===== src/rtl/cfc_pkg.sv =====
// ----------------------------------------------------------------------------
// cfc_pkg
// Shared types and constants of the checksum frame checker.
// ----------------------------------------------------------------------------
`default_nettype none

package cfc_pkg;

    localparam int unsigned MAX_PAYLOAD = 256;

    localparam logic [7:0] START_RESET    = 8'h4E;
    localparam logic [7:0] END_RESET      = 8'h56;
    localparam logic [7:0] OVERHEAD_RESET = 8'd7;

    // Configuration register indexes
    localparam logic [1:0] CFG_START    = 2'd0;
    localparam logic [1:0] CFG_END      = 2'd1;
    localparam logic [1:0] CFG_OVERHEAD = 2'd2;

    // Result status codes
    localparam logic [2:0] ST_OK        = 3'd0;
    localparam logic [2:0] ST_BAD_START = 3'd1;
    localparam logic [2:0] ST_BAD_LEN   = 3'd2;
    localparam logic [2:0] ST_BAD_SUM   = 3'd3;
    localparam logic [2:0] ST_BAD_END   = 3'd4;

    localparam logic KIND_DATA   = 1'b0;
    localparam logic KIND_STATUS = 1'b1;

    typedef struct packed {
        logic [7:0] start_marker;
        logic [7:0] end_marker;
        logic [7:0] frame_overhead;
    } t_cfg;

    typedef struct packed {
        logic       kind;
        logic [7:0] data_byte;
        logic [7:0] msg_type;
        logic [8:0] payload_len;
        logic [2:0] status;
        logic       frame_last;
    } t_result;

endpackage

`default_nettype wire


===== src/rtl/cfc_parser.sv =====
// ----------------------------------------------------------------------------
// cfc_parser
// Frame parser state machine: one received byte per accepted transaction,
// producing at most one result in the same cycle.
// ----------------------------------------------------------------------------
`default_nettype none

module cfc_parser
    import cfc_pkg::*;
(
    input  wire logic    i_clk,
    input  wire logic    i_rst_n,
    input  wire logic    i_accept,
    input  wire logic [7:0] i_rx_byte,
    input  wire t_cfg    i_cfg,
    output logic         o_res_valid,
    output t_result      o_res
);

    typedef enum logic [7:0] {
        PH_HUNT   = 8'b0000_0001,
        PH_TYPE   = 8'b0000_0010,
        PH_LEN_LO = 8'b0000_0100,
        PH_LEN_HI = 8'b0000_1000,
        PH_DATA   = 8'b0001_0000,
        PH_CK_LO  = 8'b0010_0000,
        PH_CK_HI  = 8'b0100_0000,
        PH_END    = 8'b1000_0000
    } t_phase;

    localparam logic [15:0] MAX_LEN = 16'(MAX_PAYLOAD);

    t_phase      r_phase, n_phase;
    logic [7:0]  r_type, n_type;
    logic [7:0]  r_len_lo, n_len_lo;
    logic [8:0]  r_left, n_left;
    logic [8:0]  r_count, n_count;
    logic [15:0] r_sum, n_sum;
    logic [15:0] r_ck, n_ck;

    logic [15:0] len_full;
    logic [16:0] len_diff;
    logic        len_bad;
    logic [8:0]  left_dec;

    always_comb begin
        len_full = {i_rx_byte, r_len_lo};
        len_diff = {1'b0, len_full} - {9'd0, i_cfg.frame_overhead};
        len_bad  = len_diff[16] || (len_diff[15:0] > MAX_LEN);
        left_dec = (r_left != 9'd0) ? (r_left - 9'd1) : r_left;
    end

    always_comb begin
        n_phase  = r_phase;
        n_type   = r_type;
        n_len_lo = r_len_lo;
        n_left   = r_left;
        n_count  = r_count;
        n_sum    = r_sum;
        n_ck     = r_ck;

        o_res_valid       = 1'b0;
        o_res.kind        = KIND_STATUS;
        o_res.data_byte   = 8'd0;
        o_res.msg_type    = r_type;
        o_res.payload_len = r_count;
        o_res.status      = ST_OK;
        o_res.frame_last  = 1'b1;

        if (i_accept) begin
            unique case (r_phase)
                PH_HUNT: begin
                    if (i_rx_byte == i_cfg.start_marker) begin
                        n_phase = PH_TYPE;
                    end else begin
                        o_res_valid       = 1'b1;
                        o_res.msg_type    = 8'd0;
                        o_res.payload_len = 9'd0;
                        o_res.status      = ST_BAD_START;
                    end
                end
                PH_TYPE: begin
                    n_type  = i_rx_byte;
                    n_phase = PH_LEN_LO;
                end
                PH_LEN_LO: begin
                    n_len_lo = i_rx_byte;
                    n_phase  = PH_LEN_HI;
                end
                PH_LEN_HI: begin
                    if (len_bad) begin
                        n_count           = 9'd0;
                        n_left            = 9'd0;
                        n_phase           = PH_HUNT;
                        o_res_valid       = 1'b1;
                        o_res.payload_len = 9'd0;
                        o_res.status      = ST_BAD_LEN;
                    end else begin
                        n_count = len_diff[8:0];
                        n_left  = len_diff[8:0];
                        n_sum   = {8'd0, r_type} + {7'd0, len_diff[8:0]}
                                + {8'd0, i_cfg.start_marker} + {8'd0, i_cfg.end_marker};
                        n_phase = (len_diff[8:0] == 9'd0) ? PH_CK_LO : PH_DATA;
                    end
                end
                PH_DATA: begin
                    n_sum  = r_sum + {8'd0, i_rx_byte};
                    n_left = left_dec;
                    if (left_dec == 9'd0) begin
                        n_phase = PH_CK_LO;
                    end
                    o_res_valid      = 1'b1;
                    o_res.kind       = KIND_DATA;
                    o_res.data_byte  = i_rx_byte;
                    o_res.frame_last = 1'b0;
                end
                PH_CK_LO: begin
                    n_ck    = {8'd0, i_rx_byte};
                    n_phase = PH_CK_HI;
                end
                PH_CK_HI: begin
                    n_ck    = {i_rx_byte, r_ck[7:0]};
                    n_phase = PH_END;
                end
                PH_END: begin
                    n_phase     = PH_HUNT;
                    o_res_valid = 1'b1;
                    // checksum is judged before the end byte
                    if (r_ck != r_sum) begin
                        o_res.status = ST_BAD_SUM;
                    end else if (i_rx_byte != i_cfg.end_marker) begin
                        o_res.status = ST_BAD_END;
                    end else begin
                        o_res.status = ST_OK;
                    end
                end
                default: begin
                    n_phase = PH_HUNT;
                end
            endcase
        end
    end

    always_ff @(posedge i_clk) begin
        if (!i_rst_n) begin
            r_phase  <= PH_HUNT;
            r_type   <= 8'd0;
            r_len_lo <= 8'd0;
            r_left   <= 9'd0;
            r_count  <= 9'd0;
            r_sum    <= 16'd0;
            r_ck     <= 16'd0;
        end else begin
            r_phase  <= n_phase;
            r_type   <= n_type;
            r_len_lo <= n_len_lo;
            r_left   <= n_left;
            r_count  <= n_count;
            r_sum    <= n_sum;
            r_ck     <= n_ck;
        end
    end

endmodule

`default_nettype wire


===== config.mk =====
export PLATFORM = sky130hd
export DESIGN_NAME = cfc_parser
export DESIGN_NICKNAME = d
export VERILOG_FILES = /design/src/rtl/cfc_pkg.sv /design/src/rtl/cfc_parser.sv
export SDC_FILE = /design/constraint.sdc
export NUM_CORES = 1
export LEC_CHECK = 0
export BUFFER_PORTS_ARGS = -buffer_cell sky130_fd_sc_hd__buf_2
export CAP_MARGIN = 10
export CORE_MARGIN = 8
export CORE_UTILIZATION = 62
export CTS_CLUSTER_DIAMETER = 50
export DETAILED_ROUTE_END_ITERATION = 8
export PLACE_DENSITY_LB_ADDON = 0.3
export SYNTH_ARGS = -nofsm -noshare
export SYNTH_HDL_FRONTEND = slang
export SYNTH_SLANG_ARGS = --single-unit

===== constraint.sdc =====
create_clock -name i_clk -period 10.3 [get_ports i_clk]
set_input_delay 1.03 -clock i_clk [delete_from_list [all_inputs] [get_ports i_clk]]
set_output_delay 1.03 -clock i_clk [all_outputs]
set_load 0.005 [all_outputs]

* Word-level counts from Yosys, hierarchy flattened
Cells that the tools add are included.
** Storage, ports and cells
- Register bits after elaboration :: 74
- Bits of input ports :: 35
- Output and inout bits :: 31
- Word-level logic and storage cells :: 70
** Cells by class
- Add/subtract/negate cells :: 6
- Order comparisons :: 1
- Equal/unequal tests :: 14
- Multiplexer cells :: 25
- Bitwise logic cells :: 1
- Reductions and logical operators :: 15
** Operators with widths (number)
- one-hot mux 16 bit (2 select lines) :: 2
- one-hot mux 8 bit (7 select lines) :: 1
- one-hot mux 9 bit (2 select lines) :: 2
- two-way mux 30 bit :: 1
- two-way mux 9 bit :: 3
- two-way mux 8 bit :: 3
- two-way mux 20 bit :: 1
- zero test 9 bit :: 2
- subtractor 16 x 8 -> 17 bit :: 1
- adder 16 x 8 -> 16 bit :: 1
- > comparator 16 x 9 -> 1 bit (second input constant) :: 1
- two-way mux 16 bit :: 1
- inequality test 16 bit :: 1
- adder 11 x 8 -> 12 bit :: 1
- two-way mux 12 bit :: 1
- two-way mux 6 bit :: 2
- adder 10 x 8 -> 11 bit :: 1
- adder 8 x 9 -> 10 bit :: 1
- AND reduction 2 bit :: 5
- one-hot mux 3 bit (3 select lines) :: 1
- AND reduction 3 bit :: 3
- nonzero test 9 bit :: 1
- subtractor 9 x 1 -> 9 bit (second input constant) :: 1
- equality test 8 x 1 -> 1 bit (second input constant) :: 1
- other kinds (17) :: 24

* Logic depth before layout (Yosys ltp)
- Depth after elaboration :: 6
- Depth in mapped cells :: 17
- Depth with buffers taken out :: 17

* Worst setup path after synthesis
OpenSTA, ideal clock, no wires.
- Path type :: input port to output port
- Start :: input port i_cfg[0] (netlist bit)
- End :: output port o_res_valid
- Data arrival time :: 3.474 ns
- Data required time :: 9.270 ns
- Setup slack :: 5.796 ns
- Stages on the path :: 10
- Buffers on the path :: 1
- Cell sequence :: ha_1 fa_1 nand2b_1 a211o_1 a21o_1 o2111a_1 and4_1 a31oi_1 clkbuf_1 o31a_1
** Between the ends
- Word-level cells in the longest chain between the ends :: 6
** RTL lines
- start: declaration :: RTL line cfc_parser.sv:15 : input wire t_cfg i_cfg,
- subtractor 16 x 8 -> 17 bit (*) :: RTL line cfc_parser.sv:48 : len_diff = {1'b0, len_full} - {9'd0, i_cfg.frame_overhead};
- > comparator 16 x 9 -> 1 bit :: RTL line cfc_parser.sv:49 : len_bad = len_diff[16] || (len_diff[15:0] > MAX_LEN);
- logical OR 1 bit (*) :: RTL line cfc_parser.sv:49
- two-way mux 1 bit (*) :: RTL line cfc_parser.sv:91 : if (len_bad) begin
- one-hot mux 1 bit (3 select lines) (*) :: RTL line cfc_parser.sv:71 : unique case (r_phase)
- two-way mux 1 bit (*) :: RTL line cfc_parser.sv:70 : if (i_accept) begin
- end: declaration :: RTL line cfc_parser.sv:16 : output logic o_res_valid,
Mark *: on every way between the ends. The rest lies on a longest branch, timed or not.

==> flow_summary.yaml <==
outcome:
  run_status: "finished, final reports clean"
global_routing:
  grt_overflow: 0
  vias_in_the_first_global_route: 5441
  antenna_violations_before_repair: 0
  largest_net_degree_at_the_start_of_global_routing: 33
  grt_pass1_wl_um: 27020
  grt_util_all_layers: 0.2666
route:
  detail_route.wl_per_cell_um: 19.06
  vias_per_cell: 6.385
  drc: 0
  ant_nets: 0
  wl_um: 16600
  detailedRoute.firstPassIterationCount: 7
  vias: 5561
  drt-initial-drc-count: 452
yosys:
  synth_enable_flop_cells: 0
  sequential_element_share_of_the_synthesized_area: 0.2608
  postSynthCellCount: 719
  synthFlopType: "sky130_fd_sc_hd__dfxtp_1"
  ys_warn_count: 0
  synth.top_cell.area_share: 0.2608
  synthesis.area_um2: 5680
  ys_ff_latch: 74
  synthArstFlopShare: 0
  ys_top_cells_by_area: "sky130_fd_sc_hd__dfxtp_1, sky130_fd_sc_hd__fa_1, sky130_fd_sc_hd__ha_1"
  synth_top_area_cell: "sky130_fd_sc_hd__dfxtp_1"
  synth.distinct_cells: 66
  synth_fp_nets: 799
  syn-mean-instance-area_um2: 7.900
min_path:
  hp-class: "flop to flop"
  hold_start: "r_count[1]$_SDFFE_PN0P_"
  hold-path-endpoint: "r_count[1]$_SDFFE_PN0P_"
  min_delay_path_depth: 2
placement:
  gp_congestion: 0.9674
  preCtsSetupSlack_ns: 5.100
  placed_cells_incl_taps: 856
  place.detailed.hpwl_um: 12500
  port-buffer-count: 65
timing:
  max_clock_freq_mhz: 189.1
  max-slew-margin-rel: 0.3461
  maxSlewViolCount: 0
  timing.final.ws_setup_ns: 5.011
  worst_slew_pin_slew_ns: 0.9779
  holdWs_ns: 0.4579
  clock-skew-final_ns: 0.008555
  timing.final.crit_share: 0.5135
  grt_setup_unrepaired: "false"
  timing.setup.tns_ns: 0
  timing.final.crit_period_ns: 5.289
  hold_violations: 0
  setup_viols_final: 0
final_layout:
  post_route_cells_drive_above_1_share: 0.1250
  syn_to_final_growth_pct: 9.141
  fin_cells: 871
  nets: 836
  n_antenna_cell: 0
pwr:
  total_power_mw: 0.7351
  power.leakage_nw: 2.664
  cell_pwr_density_nw_per_um2: 118.6
  vdd_ir_drop_max_mv: 0.06164
job:
  timing.max_cap.violations: 0
clocking:
  cts_tree: "built"
  numCtsBuffers: 9
  cts_sink_count: 74
  post_cts_resize_count: 0
  clk_lat_worst_skew_ns: 0.36
  clk_pin_slew_ns: 0.08
  cts_root_buf: "sky130_fd_sc_hd__clkbuf_8"
  post_cts.repair.setup_buffers: 0
  cts_htree_levels: 3
  cts-hold-fix-buffers: 0
  cts_max_path_buffers: 2
critical_path:
  cp_max_fo: 20
  critPathLaunchType: "primary input"
  worst_ep_required_time_ns: 9.27
  reg2reg_to: "r_sum[7]$_SDFFE_PN0P_"
  cp_data_arrival_time_ns: 4.26
  setup.worst_path.class: "primary input to output port"
  end_kind: "output port"
  timing.rr.start: "r_len_lo[0]$_SDFFE_PN0P_"
  worst-r2r-cell-count: 15
  ff2ff_setup_slack_ns: 6.18
floorplanning:
  floorplan.initialDensity: 0.6266
  floorplan.core_area_um2: 9065
  num_io_pins: 66
  fp.dieArea_um2: 12480
  die_height_um: 111.7
  core.rowCount: 35
  floorplan_die_width_um: 111.7
[metrics by stage]
step	utilization	area [um2]
finish	0.6839	6200
global route	0.6839	6200
global placement	0.6628	6008
CTS	0.6839	6200
detailed placement	0.6628	6008
floorplan	-	5680
[cells by family (layout without fill, tap and decap cells)]
logic type | Yosys count | after routing | synth area share
AO/OA/AOI/OAI | 175 | 175 | 0.1969
buffers and inverters | 89 | 130 | 0.06145
AND/OR/NAND/NOR | 266 | 266 | 0.2454
flip-flops | 74 | 74 | 0.2608
multiplexers | 20 | 20 | 0.03546
adder cells (fa/ha/maj) | 45 | 45 | 0.1229
XOR/XNOR | 50 | 50 | 0.07709
[placed cells by master, fill, tap and decap left out, types with 8 or more instances in the layout]
master | Yosys | routed
sky130_fd_sc_hd__nand2_1 | 45 | 45
sky130_fd_sc_hd__a21oi_1 | 60 | 60
sky130_fd_sc_hd__mux2i_1 | 19 | 19
sky130_fd_sc_hd__o21ai_0 | 28 | 28
sky130_fd_sc_hd__nor2_1 | 75 | 75
sky130_fd_sc_hd__nor3_1 | 15 | 15
sky130_fd_sc_hd__inv_1 | 45 | 45
sky130_fd_sc_hd__or3_1 | 16 | 16
sky130_fd_sc_hd__clkbuf_8 | 0 | 9
sky130_fd_sc_hd__fa_1 | 18 | 18
sky130_fd_sc_hd__nand4_1 | 12 | 12
sky130_fd_sc_hd__xor2_1 | 25 | 25
sky130_fd_sc_hd__dfxtp_1 | 74 | 74
sky130_fd_sc_hd__xnor2_1 | 25 | 25
sky130_fd_sc_hd__nor2b_1 | 8 | 8
sky130_fd_sc_hd__ha_1 | 27 | 27
sky130_fd_sc_hd__o31ai_1 | 10 | 10
sky130_fd_sc_hd__nand3_1 | 19 | 19
sky130_fd_sc_hd__or4_1 | 9 | 9
sky130_fd_sc_hd__a21o_1 | 10 | 10
sky130_fd_sc_hd__and3_1 | 9 | 9
sky130_fd_sc_hd__a211oi_1 | 13 | 13
sky130_fd_sc_hd__buf_2 | 3 | 65
sky130_fd_sc_hd__and2_1 | 19 | 19
[cell usage after synthesis (3+ instances only)]
master,instances
sky130_fd_sc_hd__xor2_1,25
sky130_fd_sc_hd__or4_1,9
sky130_fd_sc_hd__buf_2,3
sky130_fd_sc_hd__ha_1,27
sky130_fd_sc_hd__a21o_1,10
sky130_fd_sc_hd__mux2i_1,19
sky130_fd_sc_hd__o41ai_1,4
sky130_fd_sc_hd__a31oi_1,8
sky130_fd_sc_hd__o211ai_1,3
sky130_fd_sc_hd__fa_1,18
sky130_fd_sc_hd__nand2b_1,7
sky130_fd_sc_hd__nor2b_1,8
sky130_fd_sc_hd__inv_1,45
sky130_fd_sc_hd__nor3_1,15
sky130_fd_sc_hd__o21a_1,6
sky130_fd_sc_hd__nor3b_1,3
sky130_fd_sc_hd__o21ai_1,5
sky130_fd_sc_hd__nand4_1,12
sky130_fd_sc_hd__a211o_1,3
sky130_fd_sc_hd__a21oi_1,60
sky130_fd_sc_hd__nor2_1,75
sky130_fd_sc_hd__nand3_1,19
sky130_fd_sc_hd__o21ai_0,28
sky130_fd_sc_hd__nand2_1,45
sky130_fd_sc_hd__or4b_1,3
sky130_fd_sc_hd__and2_1,19
sky130_fd_sc_hd__nor4_1,7
sky130_fd_sc_hd__or2_2,3
sky130_fd_sc_hd__o31ai_1,10
sky130_fd_sc_hd__a2111oi_0,6
sky130_fd_sc_hd__and3_1,9
sky130_fd_sc_hd__dfxtp_1,74
sky130_fd_sc_hd__a211oi_1,13
sky130_fd_sc_hd__clkbuf_1,38
sky130_fd_sc_hd__xnor2_1,25
sky130_fd_sc_hd__or3_1,16
sky130_fd_sc_hd__nand4b_1,3
[state kept, by name, indices dropped and copies added (netlist names)]
name      count
r_ck         16
r_sum        16
r_count       9
r_left        9
r_len_lo      8
r_phase       8
r_type        8
[worst max-delay path by stage]
stage,startpoint,to
2_1_floorplan,i_cfg[0],o_res_valid
4_1_cts,i_cfg[0],o_res[4]
6_report,i_cfg[2],o_res[4]
3_5_place_dp,i_cfg[0],o_res[4]
3_3_place_gp,i_cfg[0],o_res[4]
5_1_grt,i_cfg[7],o_res[4]
[final cells by class]
class | instances | area (um2)
Multi-Input combinational cell | 556 | 3856
Fill cell | 778 | 2865
Sequential cell | 74 | 1481
Timing Repair Buffer | 70 | 362.8
Inverter | 45 | 168.9
Tap cell | 111 | 138.9
Clock buffer | 9 | 123.9
Clock inverter | 6 | 67.56
[routing by layer]
layer / vias to the layer above / global-route usage / wire (um)
li1: 2625 / - / -
met1: 2603 / 0.3402 / 6977
met2: 289 / 0.4330 / 7613
met3: 44 / 0.05249 / 1532
met4: 0 / 0.1048 / 480
met5: - / 0 / 0
[worst max-delay path, stage by stage]
cell and delay [ns]:
sky130_fd_sc_hd__buf_2 0.07, sky130_fd_sc_hd__inv_1 0.03, sky130_fd_sc_hd__ha_1 0.33, sky130_fd_sc_hd__nor2_1 0.19, sky130_fd_sc_hd__a211oi_1 0.11, sky130_fd_sc_hd__o41a_1 0.43, sky130_fd_sc_hd__xnor2_1 0.48, sky130_fd_sc_hd__a41o_1 0.31
sky130_fd_sc_hd__nand3_1 0.43, sky130_fd_sc_hd__o21ai_1 0.54, sky130_fd_sc_hd__and2_1 0.19, sky130_fd_sc_hd__buf_2 0.11
[report_power, final]
part           switching (mW)  internal [mW]
clock network           0.119          0.111
logic                   0.127         0.0777
registers             0.00962          0.290
total                   0.256          0.479
Note: power is estimated with default switching activity, not from simulation.
